**config.mk**
```make
export PLATFORM = sky130hd
export DESIGN_NAME = hdlc_nrzi_deframer_crc_check
export DESIGN_NICKNAME = d
export VERILOG_FILES = /design/src/hw/rtl/hnd_pkg.sv /design/src/hw/rtl/hnd_front.sv /design/src/hw/rtl/hnd_evq.sv /design/src/hw/rtl/hnd_back.sv /design/src/hw/rtl/hdlc_nrzi_deframer_crc_check.sv
export SDC_FILE = /design/constraint.sdc
export NUM_CORES = 1
export LEC_CHECK = 0
export ABC_CLOCK_PERIOD_IN_PS = 2850
export BUFFER_PORTS_ARGS = -buffer_cell sky130_fd_sc_hd__buf_2
export CORE_UTILIZATION = 40
export DETAILED_ROUTE_END_ITERATION = 8
export GPL_TIMING_DRIVEN = 0
export RECOVER_POWER = 100
export SLEW_MARGIN = 30
export SYNTH_ARGS = -nofsm -noshare
export SYNTH_HDL_FRONTEND = slang
export SYNTH_SLANG_ARGS = --single-unit
```
**constraint.sdc**
```tcl
create_clock -name clk -period 2.85 [get_ports clk]
set_clock_uncertainty 0.2 [all_clocks]
set_input_delay 0.4275 -clock clk [delete_from_list [all_inputs] [get_ports clk]]
set_output_delay 0.4275 -clock clk [all_outputs]
set_load 0.01 [all_outputs]
```
**src/hw/rtl/hnd_pkg.sv**
```systemverilog
// Shared types, codes and helper functions for the HDLC NRZI deframer.
// Used by hnd_front, hnd_evq, hnd_back and the top level; no dependencies.
package hnd_pkg;

    localparam int MAX_FRAME  = 256;
    localparam int CNT_W      = $clog2(MAX_FRAME);
    // Queue depths must be powers of two so the pointers wrap on their own.
    localparam int EVQ_DEPTH  = 2;
    localparam int EVQ_AW     = $clog2(EVQ_DEPTH);
    localparam int RESQ_DEPTH = 2;
    localparam int RESQ_AW    = $clog2(RESQ_DEPTH);

    localparam logic [15:0] CRC_INIT    = 16'hFFFF;
    localparam logic [15:0] CRC_POLY    = 16'h8408;
    localparam logic [15:0] CRC_RESIDUE = 16'hF0B8;

    // Frame tracking state codes
    localparam logic [1:0] ST_WAIT_FLAG  = 2'd0;
    localparam logic [1:0] ST_WAIT_FRAME = 2'd1;
    localparam logic [1:0] ST_IN_FRAME   = 2'd2;

    // Result kinds
    localparam logic [1:0] KIND_DATA    = 2'd0;
    localparam logic [1:0] KIND_GOOD    = 2'd1;
    localparam logic [1:0] KIND_DISCARD = 2'd2;

    // Event codes from front to back
    localparam logic [1:0] EV_DATA    = 2'd0;
    localparam logic [1:0] EV_END     = 2'd1;
    localparam logic [1:0] EV_DISCARD = 2'd2;

    typedef struct packed {
        logic [1:0] op;
        logic       first;
        logic [7:0] data;
        logic [7:0] len;
    } ev_t;

    typedef struct packed {
        logic [1:0] kind;
        logic [7:0] data;
        logic [7:0] len;
    } res_t;

    // Reflected CRC-16 X.25, one byte
    function automatic logic [15:0] crc_byte(input logic [15:0] crc, input logic [7:0] b);
        logic [15:0] c;
        c = crc ^ {8'h00, b};
        for (int i = 0; i < 8; i++) begin
            c = c[0] ? ((c >> 1) ^ CRC_POLY) : (c >> 1);
        end
        return c;
    endfunction

    // Saturate the frame byte count to the 8-bit length field
    function automatic logic [7:0] sat_len(input logic [CNT_W-1:0] cnt);
        logic [15:0] w;
        w = 16'(cnt);
        return (w > 16'd255) ? 8'hFF : w[7:0];
    endfunction

endpackage

```
**src/hw/rtl/hnd_front.sv**
```systemverilog
// Front end: NRZI decode, ones-run tracking, destuffing, byte assembly and
// frame bookkeeping; emits one event per byte, closing flag or discard.
// Depends on hnd_pkg.
module hnd_front (
    input  logic               clk,
    input  logic               rst_n,
    input  logic               accept,
    input  logic               rx_bit,
    output logic               ev_push,
    output hnd_pkg::ev_t       ev
);

    logic                        last_reg, last_next;
    logic [3:0]                  run_reg, run_next;
    logic [2:0]                  pos_reg, pos_next;
    logic [7:0]                  shift_reg, shift_next;
    logic [1:0]                  fs_reg, fs_next;
    logic [hnd_pkg::CNT_W-1:0]   cnt_reg, cnt_next;

    logic                        bit_dec;
    logic [3:0]                  run_inc;
    logic                        shift_in;
    logic                        byte_live;
    logic                        first;
    logic [hnd_pkg::CNT_W-1:0]   cnt_base;
    logic                        emit;
    hnd_pkg::ev_t                ev_c;

    always_comb
    begin
        last_next  = rx_bit;
        run_next   = run_reg;
        pos_next   = pos_reg;
        shift_next = shift_reg;
        fs_next    = fs_reg;
        cnt_next   = cnt_reg;
        emit       = 1'b0;
        ev_c       = '0;
        shift_in   = 1'b0;
        byte_live  = 1'b0;
        first      = 1'b0;
        cnt_base   = cnt_reg;

        bit_dec = ~(rx_bit ^ last_reg);
        run_inc = (run_reg < 4'd8) ? run_reg + 4'd1 : run_reg;

        if (bit_dec)
        begin
            run_next = run_inc;
            if (run_inc == 4'd7)
            begin
                // abort: drop any open frame
                if (fs_reg == hnd_pkg::ST_IN_FRAME)
                begin
                    emit    = 1'b1;
                    ev_c.op = hnd_pkg::EV_DISCARD;
                    ev_c.len = hnd_pkg::sat_len(cnt_reg);
                end
                fs_next    = hnd_pkg::ST_WAIT_FLAG;
                shift_next = '0;
                pos_next   = '0;
                cnt_next   = '0;
            end
            else if (run_inc < 4'd7)
            begin
                shift_in = 1'b1;
            end
        end
        else
        begin
            run_next = '0;
            if (run_reg > 4'd6)
            begin
                fs_next    = hnd_pkg::ST_WAIT_FLAG;
                shift_next = '0;
                pos_next   = '0;
                cnt_next   = '0;
            end
            else if (run_reg == 4'd6)
            begin
                // flag: close the open frame, wait for the next first byte
                if (fs_reg == hnd_pkg::ST_IN_FRAME)
                begin
                    emit     = 1'b1;
                    ev_c.op  = hnd_pkg::EV_END;
                    ev_c.len = hnd_pkg::sat_len(cnt_reg);
                end
                fs_next    = hnd_pkg::ST_WAIT_FRAME;
                shift_next = '0;
                pos_next   = '0;
                cnt_next   = '0;
            end
            else if (run_reg != 4'd5)
            begin
                shift_in = 1'b1;
            end
        end

        if (shift_in)
        begin
            shift_next = {bit_dec, shift_reg[7:1]};
            if (pos_reg != 3'd7)
            begin
                pos_next = pos_reg + 3'd1;
            end
            else
            begin
                pos_next  = '0;
                byte_live = (fs_reg == hnd_pkg::ST_IN_FRAME);
                if (fs_reg == hnd_pkg::ST_WAIT_FRAME)
                begin
                    byte_live = 1'b1;
                    first     = 1'b1;
                    fs_next   = hnd_pkg::ST_IN_FRAME;
                    cnt_base  = '0;
                end
                if (byte_live)
                begin
                    emit = 1'b1;
                    if (cnt_base == hnd_pkg::CNT_W'(hnd_pkg::MAX_FRAME - 1))
                    begin
                        // overflow: drop the frame
                        ev_c.op    = hnd_pkg::EV_DISCARD;
                        ev_c.len   = hnd_pkg::sat_len(cnt_base);
                        run_next   = '0;
                        fs_next    = hnd_pkg::ST_WAIT_FLAG;
                        shift_next = '0;
                        cnt_next   = '0;
                    end
                    else
                    begin
                        cnt_next   = cnt_base + hnd_pkg::CNT_W'(1);
                        ev_c.op    = hnd_pkg::EV_DATA;
                        ev_c.first = first;
                        ev_c.data  = {bit_dec, shift_reg[7:1]};
                        ev_c.len   = hnd_pkg::sat_len(cnt_next);
                    end
                end
            end
        end
    end

    always_ff @(posedge clk or negedge rst_n)
    begin
        if (!rst_n)
        begin
            last_reg  <= 1'b0;
            run_reg   <= '0;
            pos_reg   <= '0;
            shift_reg <= '0;
            fs_reg    <= hnd_pkg::ST_WAIT_FLAG;
            cnt_reg   <= '0;
        end
        else if (accept)
        begin
            last_reg  <= last_next;
            run_reg   <= run_next;
            pos_reg   <= pos_next;
            shift_reg <= shift_next;
            fs_reg    <= fs_next;
            cnt_reg   <= cnt_next;
        end
    end

    assign ev_push = accept && emit;
    assign ev      = ev_c;

`ifndef SYNTH
    a_cnt_idle: assert property (@(posedge clk) disable iff (!rst_n)
        fs_reg != hnd_pkg::ST_IN_FRAME |-> cnt_reg == '0)
        else $error("byte count nonzero outside a frame");
    a_byte_align: assert property (@(posedge clk) disable iff (!rst_n)
        ev_push && ev.op == hnd_pkg::EV_DATA |=> pos_reg == '0)
        else $error("data byte emitted off byte boundary");
`endif

endmodule

```
**src/hw/rtl/hnd_evq.sv**
```systemverilog
// Short event queue between the front end and the CRC/result back end.
// Depends on hnd_pkg.
module hnd_evq (
    input  logic          clk,
    input  logic          rst_n,
    input  logic          push,
    input  hnd_pkg::ev_t  wdata,
    output logic          full,
    input  logic          pop,
    output logic          empty,
    output hnd_pkg::ev_t  rdata
);

    hnd_pkg::ev_t                 mem_reg [hnd_pkg::EVQ_DEPTH];
    logic [hnd_pkg::EVQ_AW-1:0]   wr_ptr_reg;
    logic [hnd_pkg::EVQ_AW-1:0]   rd_ptr_reg;
    logic [hnd_pkg::EVQ_AW:0]     count_reg, count_next;

    always_comb
    begin
        count_next = count_reg;
        if (push && !pop)
            count_next = count_reg + (hnd_pkg::EVQ_AW + 1)'(1);
        else if (pop && !push)
            count_next = count_reg - (hnd_pkg::EVQ_AW + 1)'(1);
    end

    always_ff @(posedge clk or negedge rst_n)
    begin
        if (!rst_n)
        begin
            wr_ptr_reg <= '0;
            rd_ptr_reg <= '0;
            count_reg  <= '0;
        end
        else
        begin
            if (push)
                wr_ptr_reg <= wr_ptr_reg + hnd_pkg::EVQ_AW'(1);
            if (pop)
                rd_ptr_reg <= rd_ptr_reg + hnd_pkg::EVQ_AW'(1);
            count_reg <= count_next;
        end
    end

    always_ff @(posedge clk)
    begin
        if (push)
            mem_reg[wr_ptr_reg] <= wdata;
    end

    assign full  = (count_reg == (hnd_pkg::EVQ_AW + 1)'(hnd_pkg::EVQ_DEPTH));
    assign empty = (count_reg == '0);
    assign rdata = mem_reg[rd_ptr_reg];

`ifndef SYNTH
    a_no_overrun: assert property (@(posedge clk) disable iff (!rst_n)
        push |-> !full)
        else $error("event pushed into full queue");
`endif

endmodule

```
**src/hw/rtl/hnd_back.sv**
```systemverilog
// Back end: streaming CRC-16 X.25, closing-flag verdict and result queue.
// Holds the min_length register. Depends on hnd_pkg.
module hnd_back (
    input  logic          clk,
    input  logic          rst_n,
    input  logic          cfg_we,
    input  logic [7:0]    cfg_wdata,
    input  logic          ev_empty,
    input  hnd_pkg::ev_t  ev,
    output logic          ev_pop,
    output logic          empty,
    input  logic          pop,
    output hnd_pkg::res_t res
);

    logic [7:0]                    min_len_reg;
    logic [15:0]                   crc_reg, crc_next;
    hnd_pkg::res_t                 q_reg [hnd_pkg::RESQ_DEPTH];
    logic [hnd_pkg::RESQ_AW-1:0]   wr_ptr_reg;
    logic [hnd_pkg::RESQ_AW-1:0]   rd_ptr_reg;
    logic [hnd_pkg::RESQ_AW:0]     count_reg, count_next;
    logic                          res_full;
    logic                          res_pop;
    logic [15:0]                   crc_base;
    hnd_pkg::res_t                 res_c;

    assign res_full = (count_reg == (hnd_pkg::RESQ_AW + 1)'(hnd_pkg::RESQ_DEPTH));
    assign empty    = (count_reg == '0);
    assign res_pop  = pop && !empty;
    assign ev_pop   = !ev_empty && !res_full;

    always_comb
    begin
        crc_base   = ev.first ? hnd_pkg::CRC_INIT : crc_reg;
        crc_next   = crc_reg;
        res_c.kind = hnd_pkg::KIND_DISCARD;
        res_c.data = '0;
        res_c.len  = ev.len;
        unique case (ev.op)
            hnd_pkg::EV_DATA:
            begin
                crc_next   = hnd_pkg::crc_byte(crc_base, ev.data);
                res_c.kind = hnd_pkg::KIND_DATA;
                res_c.data = ev.data;
            end
            hnd_pkg::EV_END:
            begin
                if (ev.len >= min_len_reg && crc_reg == hnd_pkg::CRC_RESIDUE)
                    res_c.kind = hnd_pkg::KIND_GOOD;
            end
            default:
            begin
                res_c.kind = hnd_pkg::KIND_DISCARD;
            end
        endcase
    end

    always_comb
    begin
        count_next = count_reg;
        if (ev_pop && !res_pop)
            count_next = count_reg + (hnd_pkg::RESQ_AW + 1)'(1);
        else if (res_pop && !ev_pop)
            count_next = count_reg - (hnd_pkg::RESQ_AW + 1)'(1);
    end

    always_ff @(posedge clk or negedge rst_n)
    begin
        if (!rst_n)
        begin
            min_len_reg <= 8'd18;
            crc_reg     <= hnd_pkg::CRC_INIT;
            wr_ptr_reg  <= '0;
            rd_ptr_reg  <= '0;
            count_reg   <= '0;
        end
        else
        begin
            if (cfg_we)
                min_len_reg <= cfg_wdata;
            if (ev_pop)
            begin
                crc_reg    <= crc_next;
                wr_ptr_reg <= wr_ptr_reg + hnd_pkg::RESQ_AW'(1);
            end
            if (res_pop)
                rd_ptr_reg <= rd_ptr_reg + hnd_pkg::RESQ_AW'(1);
            count_reg <= count_next;
        end
    end

    always_ff @(posedge clk)
    begin
        if (ev_pop)
            q_reg[wr_ptr_reg] <= res_c;
    end

    assign res = q_reg[rd_ptr_reg];

`ifndef SYNTH
    a_count_range: assert property (@(posedge clk) disable iff (!rst_n)
        count_reg <= (hnd_pkg::RESQ_AW + 1)'(hnd_pkg::RESQ_DEPTH))
        else $error("result queue count out of range");
    a_data_nonzero_len: assert property (@(posedge clk) disable iff (!rst_n)
        ev_pop && ev.op == hnd_pkg::EV_DATA |-> ev.len != '0)
        else $error("data byte with zero frame length");
`endif

endmodule

```
**src/hw/rtl/hdlc_nrzi_deframer_crc_check.sv**
```systemverilog
// HDLC deframer with NRZI decode and CRC-16 X.25 check, top level.
// Instantiates hnd_front, hnd_evq and hnd_back; depends on hnd_pkg.
//
// One sliced line bit enters per transaction, one per clock when the result
// side keeps up; full rises only when the two-entry event queue fills because
// results are not being popped. A bit yields at most one result: a data byte
// (kind 0) as soon as its eighth destuffed bit arrives, or a frame verdict
// (kind 1 good, kind 2 discarded) on a closing flag, abort or overflow. A
// result passes via the event queue to the result queue: the front end decodes,
// destuffs and assembles bytes in the accepting cycle and writes the event
// queue at that edge; the back end folds the byte into the CRC as it moves the
// event on once the result queue has room. min_length resets to 18; the user
// must write it via cfg_we/cfg_wdata only while the block is idle (unenforced).
module hdlc_nrzi_deframer_crc_check (
    input  logic        clk,
    input  logic        rst_n,
    input  logic        cfg_we,
    input  logic [7:0]  cfg_wdata,
    input  logic        push,
    output logic        full,
    input  logic        rx_bit,
    output logic        empty,
    input  logic        pop,
    output logic [1:0]  kind,
    output logic [7:0]  data_byte,
    output logic [7:0]  frame_length
);

    logic           accept;
    logic           ev_push;
    hnd_pkg::ev_t   ev_in;
    logic           ev_pop;
    logic           ev_empty;
    hnd_pkg::ev_t   ev_out;
    hnd_pkg::res_t  res;

    assign accept = push && !full;

    hnd_front u_front (
        .clk     (clk),
        .rst_n   (rst_n),
        .accept  (accept),
        .rx_bit  (rx_bit),
        .ev_push (ev_push),
        .ev      (ev_in)
    );

    hnd_evq u_evq (
        .clk   (clk),
        .rst_n (rst_n),
        .push  (ev_push),
        .wdata (ev_in),
        .full  (full),
        .pop   (ev_pop),
        .empty (ev_empty),
        .rdata (ev_out)
    );

    hnd_back u_back (
        .clk       (clk),
        .rst_n     (rst_n),
        .cfg_we    (cfg_we),
        .cfg_wdata (cfg_wdata),
        .ev_empty  (ev_empty),
        .ev        (ev_out),
        .ev_pop    (ev_pop),
        .empty     (empty),
        .pop       (pop),
        .res       (res)
    );

    assign kind         = res.kind;
    assign data_byte    = res.data;
    assign frame_length = res.len;

endmodule
```
# [Word level (Yosys, flattened, before mapping)]
# Memory sizes are Yosys's and may differ from the RTL's.
# Index checks and enable logic that the tools add are counted.
[totals] regBits=58 mem_bits_rw=74 word_cells=173 n_memories=2
[mem_list] name="u_evq.mem_reg" words=2 word_bits=19 rd=1 rd_clocked_by_memory_dff=0 wr=1 line_no="hnd_evq.sv:14" source="hnd_pkg::ev_t mem_reg [hnd_pkg::EVQ_DEPTH];"
[mem_list] name="u_back.q_reg" words=2 word_bits=18 rd=1 rd_clocked_by_memory_dff=0 wr=1 line_no="hnd_back.sv:18" source="hnd_pkg::res_t q_reg [hnd_pkg::RESQ_DEPTH];"
[op_classes] n_addsub=11 order_cmp=4 n_eq_ne=12 muxes=95 bitwise=11 reduce_logical=24
[op_table] operator="8-bit 2-to-1 mux" count=26
[op_table] operator="16-bit 2-to-1 mux" count=9
[op_table] operator="19-bit 2-to-1 mux" count=3
[op_table] operator="2-bit 2-to-1 mux" count=20
[op_table] operator="4-bit 2-to-1 mux" count=6
[op_table] operator="2-bit NOT with 3-bit output" count=8
[op_table] operator="1-bit 2-to-1 mux" count=23
[op_table] operator="3-bit 2-to-1 mux" count=6
[op_table] operator="16-bit equality test (second input constant)" count=1
[op_table] operator="16-bit by 8-bit XOR with 16-bit output" count=1
[op_table] operator="1-bit logical AND" count=9
[op_table] operator="9-bit 2-to-1 mux" count=1
[op_table] operator="8-bit by 1-bit adder with 8-bit output (second input constant)" count=1
[op_table] operator="4-bit by 3-bit equality test with 1-bit output (second input constant)" count=2
[op_table] operator="8-bit equality test (second input constant)" count=1
[op_table] operator="8-bit >= comparator" count=1
[op_table] operator="4-bit by 3-bit inequality test with 1-bit output (second input constant)" count=2
[op_table] operator="1-bit logical NOT" count=7
[op_table] operator="2-bit equality test (second input constant)" count=3
[op_table] operator="2-bit logical NOT" count=3
[op_table] operator="1-bit adder (second input constant)" count=4
[op_table] operator="2-bit by 1-bit adder with 2-bit output (second input constant)" count=2
[op_table] operator="4-bit by 1-bit adder with 4-bit output (second input constant)" count=1
[op_table] operator="2-bit by 1-bit equality test with 1-bit output (second input constant)" count=2
[op_table] operator="13 further kinds" count=15

# [Longest topological paths before layout]
# Gate-level depths: netlist (run 1).
# An unclocked memory read counts as a cell.
[logic_depth] depth_word=19 ltp_mapped=11

# [Hierarchy]
# A second synthesis (run 1) with hierarchy kept.
[hier_totals] cells_unflattened=522 area_unflattened_um2=6561.3
[by_module_without_submodules] mod="hnd_back" n_inst=1 cells_each=241 area_each_um2=3069.2
[by_module_without_submodules] mod="hnd_front" n_inst=1 cells_each=205 area_each_um2=1840.5
[by_module_without_submodules] mod="hnd_evq" n_inst=1 cells_each=75 area_each_um2=1637.8
[by_module_without_submodules] mod="hdlc_nrzi_deframer_crc_check" n_inst=1 cells_each=1 area_each_um2=13.8

# [Worst setup path before layout (run 1)]
# Ideal clock, no wire load.
[synth_path] path_type="register -> register" startpoint="register u_evq.rd_ptr_reg" endpoint="memory u_back.q_reg[0][16] (netlist bit) (data pin)" setup_ns=0.258 arrival_ns=2.454 required_ns=2.392 slack_ns=-0.062 path_stages_with_launch=10 path_buffers=3 period_less_slack_ns=2.912 cell_sequence="dfrtp_1 > buf_6 > buf_6 > clkbuf_1 > mux2_2 > ha_1 > and3_1 > a2111oi_0 > o21ai_0 > and3_1"
[synth_lines] item="start: declaration" line_no="hnd_evq.sv:16" source="logic [hnd_pkg::EVQ_AW-1:0] rd_ptr_reg;"
[synth_lines] item="start signal: assignment" line_no="hnd_evq.sv:41" source="rd_ptr_reg <= rd_ptr_reg + hnd_pkg::EVQ_AW'(1);"
[synth_lines] item="end: declaration" line_no="hnd_back.sv:18"

==> impl_metrics.py, run 1 <==
metrics = {
    "run_status": {
        "status": "complete, but fails checks",
        "violations": "capacitance limit, slew limit",
    },
    "detailed_routing": {
        "wl_per_cell_um": 16.5,
        "wirelength_mm": 13.2,
        "drt_iter0_markers": 310,
        "vias": 4160,
        "antenna_left": 0,
        "viasPerCell": 5.18,
        "drtPass1Iterations": 5,
        "drc_errors": 0,
    },
    "worst_setup_path": {
        "crit_arrival_ps": 2690,
        "slowest_stage": "dfrtp_1",
        "path_cells": "ha_4, clkbuf_8, nand2b_1, inv_1, ha_2, nand4b_1, buf_4, a21o_1, a21o_1, a221o_1",
        "reg2reg_depth": 10,
        "path_buf_inv": 3,
        "r2r_end": "u_evq.mem_reg[1][7]",
        "crit_path_max_incr_delay_ps": 420,
        "cpMostUsedCell": "a21o_1",
        "cp.depth": 10,
        "cp-startpoint": "u_front.fs_reg[0]",
        "crit_fanout": 10,
        "path_delay_family": "compound AO/OA/AOI/OAI gates",
        "crit_end": "u_evq.mem_reg[1][7]",
        "endpoint_kind": "register",
        "rr_startpoint": "u_front.fs_reg[0]",
        "r2r_slack_ps": 110,
        "path_class": "reg2reg",
        "start_kind": "register",
        "worstPathRequired_ps": 2790,
    },
    "timing": {
        "period_share_pct": 96.3,
        "holdWs_ps": 21.1,
        "slew_violations": 58,
        "max_freq_mhz": 364,
        "timing.final.setup_violations": 0,
        "fin_crit_ps": 2740,
        "fin_ws_ps": 106,
        "hold_violations": 0,
        "worst_slew_pin_slew_ps": 1520,
        "slew_headroom_pct": -1.43,
    },
    "placed_design": {
        "gp_routability_congestion": 0.834,
        "dp_hpwl_mm": 9.02,
        "placed_area_um2": 6880,
        "portBuffers": 33,
        "place_ws_ps": -591,
    },
    "global_route": {
        "grt_pass1_vias": 4197,
        "grt_max_degree": 58,
        "grtUsageTotal_pct": 17.4,
        "overflow": 0,
        "grt_pass1_wl_mm": 21.6,
        "grt_antenna_before_repair": 0,
    },
    "synth": {
        "synthCells": 519,
        "synth-simple-area-share_pct": 11.5,
        "synth_nets": 552,
        "synth-xor-area-share_pct": 7.46,
        "synthMuxAreaShare_pct": 6.95,
        "synthTopCellsByArea": "edfxtp_1, dfrtp_1, dfstp_2",
        "yosysSeqAreaShare_pct": 57.1,
        "synth_edf_count": 74,
        "synthAdderAreaFrac_pct": 3.70,
        "netlist_area_um2": 6430,
        "synth_top_area_cell": "edfxtp_1",
        "synth_cell_type_count": 65,
        "ys_top_cells_by_count": "edfxtp_1, nand2_1, nor2_1",
        "synth-seq-cells": 131,
        "synth_compound_area_share_pct": 10.6,
        "ys_async_sr_fraction_pct": 43.5,
        "synth_top_area_share_pct": 34.6,
        "syn_avg_cell_area_um2": 12.4,
        "synth_top_flop_cell": "edfxtp_1",
        "synth_top_family_by_area": "simple AND/OR/NAND/NOR gates",
        "yosysMostFrequentCell": "edfxtp_1",
        "yosysWarningCount": 0,
    },
    "cells_and_area": {
        "area_delta_synth_final_pct": 17.5,
        "fin_util_pct": 49.0,
        "drive_above_1_share_pct": 23.3,
        "diodes": 0,
        "finalInstanceArea_um2": 7550,
        "nFillCells": 1394,
        "largest_reg_flops": 38,
        "nNetsFinal": 613,
    },
    "clock_network": {
        "cts_tree": "done",
        "root_buffer": "clkbuf_16",
        "insertion_delay_ps": 420,
        "h-tree-depth": 4,
        "cts_buffers": 17,
        "cts.reportedPaths.clkPinSlew_ps": 60,
        "cts_buffer_depth": 2,
        "cts_sinks": 131,
    },
    "power": {
        "power.density_nw_per_um2": 1170,
        "cellLeakagePower_nw": 2.99,
        "irDropWorstVdd_uv": 490,
    },
    "hold_path": {
        "hold_class": "in2reg",
        "hp-start": "cfg_wdata[3]",
    },
    "floorplanning": {
        "placementRows": 45,
        "die_h_um": 129,
        "io_pins": 34,
        "die-width_um": 129,
        "dieArea_um2": 16600,
        "core_um2": 15400,
        "initial_core_util_pct": 41.7,
    },
    "run": {
        "maxCapViolCount": 1,
    },
}
[metrics by stage]
step / std cells / power [mW] / TNS, ps
after floorplan: 519 / 5.83 / 0
after global placement: 763 / 6.67 / -21830
after detailed placement: 764 / 6.79 / -29700
after CTS: 800 / 8.96 / 0
after global routing: 803 / 9.41 / -11.8
final: 803 / 8.86 / 0
[cells by family after synthesis]
family	count (synthesis)
and+or+nand+nor	154
muxes	40
xor gates and xnor gates	41
DFF	131
buffers and inverters	39
adders and majority gates	19
AOI/OAI and AO/OA	95
[final cells by class]
type | count | area [µm²] | share of cell area [%]
flip-flops and latches | 131 | 3670 | 48.6
inverters | 20 | 75.1 | 0.994
multi-input cells | 349 | 2640 | 34.9
well taps | 211 | 264 | 3.49
clock inverters | 12 | 131 | 1.74
repair buffers | 45 | 240 | 3.18
plain buffers | 16 | 88.8 | 1.18
clock buffers | 19 | 443 | 5.86
[repair_timing]
action / in CTS / in global routing
setup buffers: 6 / 4
hold buffers: 1 / 0
resized for setup: 16 / 13
pin swaps: 2 / 1
endpoints found under the setup margin: 104 / 80
endpoints found under the hold margin: 39 / 0
[worst min-delay path by stage]
stage                             to  depth (start not counted)  slack, ps
3_3_place_gp      u_front.pos_reg[1]                          2        260
4_1_cts        u_back.min_len_reg[3]                          3          8
3_5_place_dp       u_back.crc_reg[2]                          2        260
5_1_grt        u_back.min_len_reg[3]                          3         20
6_report       u_back.min_len_reg[3]                          3         20
2_1_floorplan    u_back.count_reg[0]                          0        -70
[placed cells by master, fill, tap and decap left out, types with 4 or more instances in the layout]
master,count
edfxtp_1,74
nand2_1,45
nor2_1,44
dfrtp_1,38
o21ai_0,32
buf_2,24
mux2_2,23
clkbuf_1,23
xnor2_1,21
inv_1,19
dfstp_2,18
ha_1,17
clkbuf_16,17
a22o_1,11
a21oi_1,10
xor2_1,10
buf_4,10
mux2i_1,8
nand3_1,8
and2_1,8
mux2_1,7
nor3_1,7
xnor3_1,6
nand4_1,5
nand2b_1,5
a21o_1,5
a32o_1,5
nor2b_1,4
a221o_1,4
clkinvlp_4,4
[report_power, final]
group	internal, mW	switching [mW]	leakage, nW
combinational	1.71	1.93	1.33
clock	1.30	0.809	0.272
sequential	2.78	0.327	1.39
[worst min-delay path: stages]
cell	delay (ps)
buf_2	80
nand2_1	40
o21ai_0	60
[layer usage]
metal	GRT usage [%]	part of all wire (%)	vias up
li1	-	-	2012
met1	22.4	46	2044
met2	28.2	49	90
met3	4.53	4.0	14
met4	6.92	1.6	0
met5	0	0	-
Note: power is estimated with default switching activity, not from simulation.
==> run 2, diff against run 1 <==
--- a/config.mk
+++ b/config.mk
@@ -5,7 +5,7 @@
 export SDC_FILE = /design/constraint.sdc
 export NUM_CORES = 1
 export LEC_CHECK = 0
-export ABC_CLOCK_PERIOD_IN_PS = 2850
+export ABC_CLOCK_PERIOD_IN_PS = 3500
 export BUFFER_PORTS_ARGS = -buffer_cell sky130_fd_sc_hd__buf_2
 export CORE_UTILIZATION = 40
 export DETAILED_ROUTE_END_ITERATION = 8
==> constraint.sdc (replaced) <==
create_clock -name clk -period 3.5 [get_ports clk]
set_clock_uncertainty 0.2 [all_clocks]
set_input_delay 0.525 -clock clk [delete_from_list [all_inputs] [get_ports clk]]
set_output_delay 0.525 -clock clk [all_outputs]
set_load 0.01 [all_outputs]
==> impl_metrics.py, run 2 (same netlist as run 1, synthesis figures left out) <==
metrics = {
    "detailed_routing": {
        "wl_met2_mm": 6.39,
        "antenna_left": 0,
        "drt_iter0_markers": 289,
        "viasPerCell": 5.26,
        "drc_errors": 0,
        "vias": 4210,
        "met1_length_mm": 5.94,
        "drtPass1Iterations": 5,
        "wirelength_mm": 13.1,
        "met3_length_um": 567,
        "top_layer": "met4",
        "wl_per_cell_um": 16.4,
    },
    "global_route": {
        "grtUsageTotal_pct": 17.2,
        "grt_pass1_wl_mm": 21.2,
        "grt_max_degree": 58,
        "overflow": 0,
        "grt_antenna_before_repair": 0,
        "grt_pass1_vias": 4167,
    },
    "worst_setup_path": {
        "crit_fanout": 10,
        "path_class": "reg2reg",
        "start_kind": "register",
        "worstPathRequired_ps": 3600,
        "crit_path_max_incr_delay_ps": 370,
        "path_cells": "inv_1, ha_1, clkbuf_1, nand2b_1, inv_1, ha_1, nand4b_1, clkbuf_4, nor2_1, clkbuf_4, nor3_1, a32o_1",
        "crit_arrival_ps": 3370,
        "slowest_stage": "dfrtp_1",
        "endpoint_kind": "register",
    },
    "timing": {
        "max_freq_mhz": 306,
        "timing.final.setup_violations": 0,
        "fin_crit_ps": 3270,
        "slew_violations": 58,
        "period_share_pct": 93.5,
        "hold_violations": 0,
        "slew_headroom_pct": -2.11,
        "worst_slew_pin_slew_ps": 1530,
        "tns_ps": 0,
    },
    "cells_and_area": {
        "final_common_cell": "edfxtp_1",
        "nNetsFinal": 609,
        "final-seq-area_um2": 3670,
        "drive_above_1_share_pct": 18.2,
        "most-common-layout-cells": "edfxtp_1, nand2_1, nor2_1, dfrtp_1, clkbuf_1",
        "nFillCells": 1392,
        "diodes": 0,
        "area_delta_synth_final_pct": 16.1,
        "fin_util_pct": 48.4,
        "multi_input_area_um2": 2580,
        "largest_reg_flops": 38,
    },
    "placed_design": {
        "gp_routability_congestion": 0.857,
        "dp_hpwl_mm": 8.94,
        "portBuffers": 33,
    },
    "floorplanning": {
        "initial_core_util_pct": 41.7,
        "io_pins": 34,
        "core_um2": 15400,
        "die-width_um": 129,
        "dieArea_um2": 16600,
        "die_h_um": 129,
        "placementRows": 45,
    },
    "power": {
        "irDropWorstVdd_uv": 370,
        "cellLeakagePower_nw": 2.95,
        "power.density_nw_per_um2": 960,
        "power_mw": 7.16,
    },
    "hold_path": {
        "hold_class": "in2reg",
    },
    "clock_network": {
        "h-tree-depth": 4,
        "root_buffer": "clkbuf_16",
        "cts_buffers": 17,
        "hold_buffers": 0,
        "cts_buffer_depth": 2,
        "insertion_delay_ps": 420,
        "cts_tree": "done",
        "cts_sinks": 131,
        "cts.reportedPaths.clkPinSlew_ps": 50,
    },
    "run": {
        "maxCapViolCount": 1,
    },
    "run_status": {
        "status": "complete, but fails checks",
        "violations": "capacitance limit, slew limit",
    },
}
[run 2: cell types whose count changed in the layout (fill, tap and decap cells not counted), moves of 3 or more]
| cell | change |
|---|---|
| clkbuf_1 | +13 |
| buf_4 | -10 |
| buf_2 | -9 |
| and2_0 | +5 |
| and2_1 | -4 |
| clkbuf_4 | +4 |
| clkinv_2 | -3 |
| clkinvlp_4 | -3 |
[run 2: power breakdown]
part	internal, mW	switching, mW
combinational	1.31	1.56
sequential	2.26	0.240
clock	1.12	0.678
total	4.69	2.48
[run 2: worst max-delay path, delay by kind of cell (launching register included)]
kind	cells	cell delay (ps)
simple gates	4	910
buf+inv	5	870
fa+ha+maj	2	530
compound gates	1	270
flops	1	370
[run 2: through the flow]
step	setup slack (ps)	cells	hold slack, ps	area [µm²]
2_1_floorplan	588	519	29.4	6430
3_3_place_gp	67.4	763	261	6860
3_5_place_dp	13.9	764	271	6870
4_1_cts	7.18	796	9.21	7490
5_1_grt	-7.27	800	116	7460
6_report	228	800	121	7460
[run 2: final timing paths]
check                      cells past startpoint  slack [ps]               endpoint         startpoint
max                                           12         230     u_front.cnt_reg[5]  u_front.fs_reg[1]
min                                            3         120  u_back.min_len_reg[5]       cfg_wdata[5]
max reg2reg                                   12         230     u_front.cnt_reg[5]  u_front.fs_reg[1]
min reg2reg                                    2         290      u_back.crc_reg[7]  u_back.crc_reg[7]
max in group asynchronous                      1        1900  u_back.min_len_reg[5]              rst_n
min in group asynchronous                      1         290     u_front.pos_reg[0]              rst_n
[run 2: what timing repair did]
action / in CTS / in global routing
endpoints found under the setup margin: 0 / 18
hold endpoints to repair: 0 / 0
resized for setup: 0 / 3
buffers inserted: 0 / 4
[run 2: area by class of cell]
cell class              instances  area share (%)
clock inverters                10            1.44
flip-flops and latches        131            49.2
inverters                      20            1.01
multi-input cells             350            34.6
clock buffers                  22            6.79
plain buffers                  18            1.06
well taps                     211            3.54
repair buffers                 38            2.33
[run 2: layer usage]
layer	global-route usage [%]	up-vias
li1	-	2016
met1	22.0	2073
met2	27.4	103
met3	4.70	18
met4	7.27	0
met5	0	-
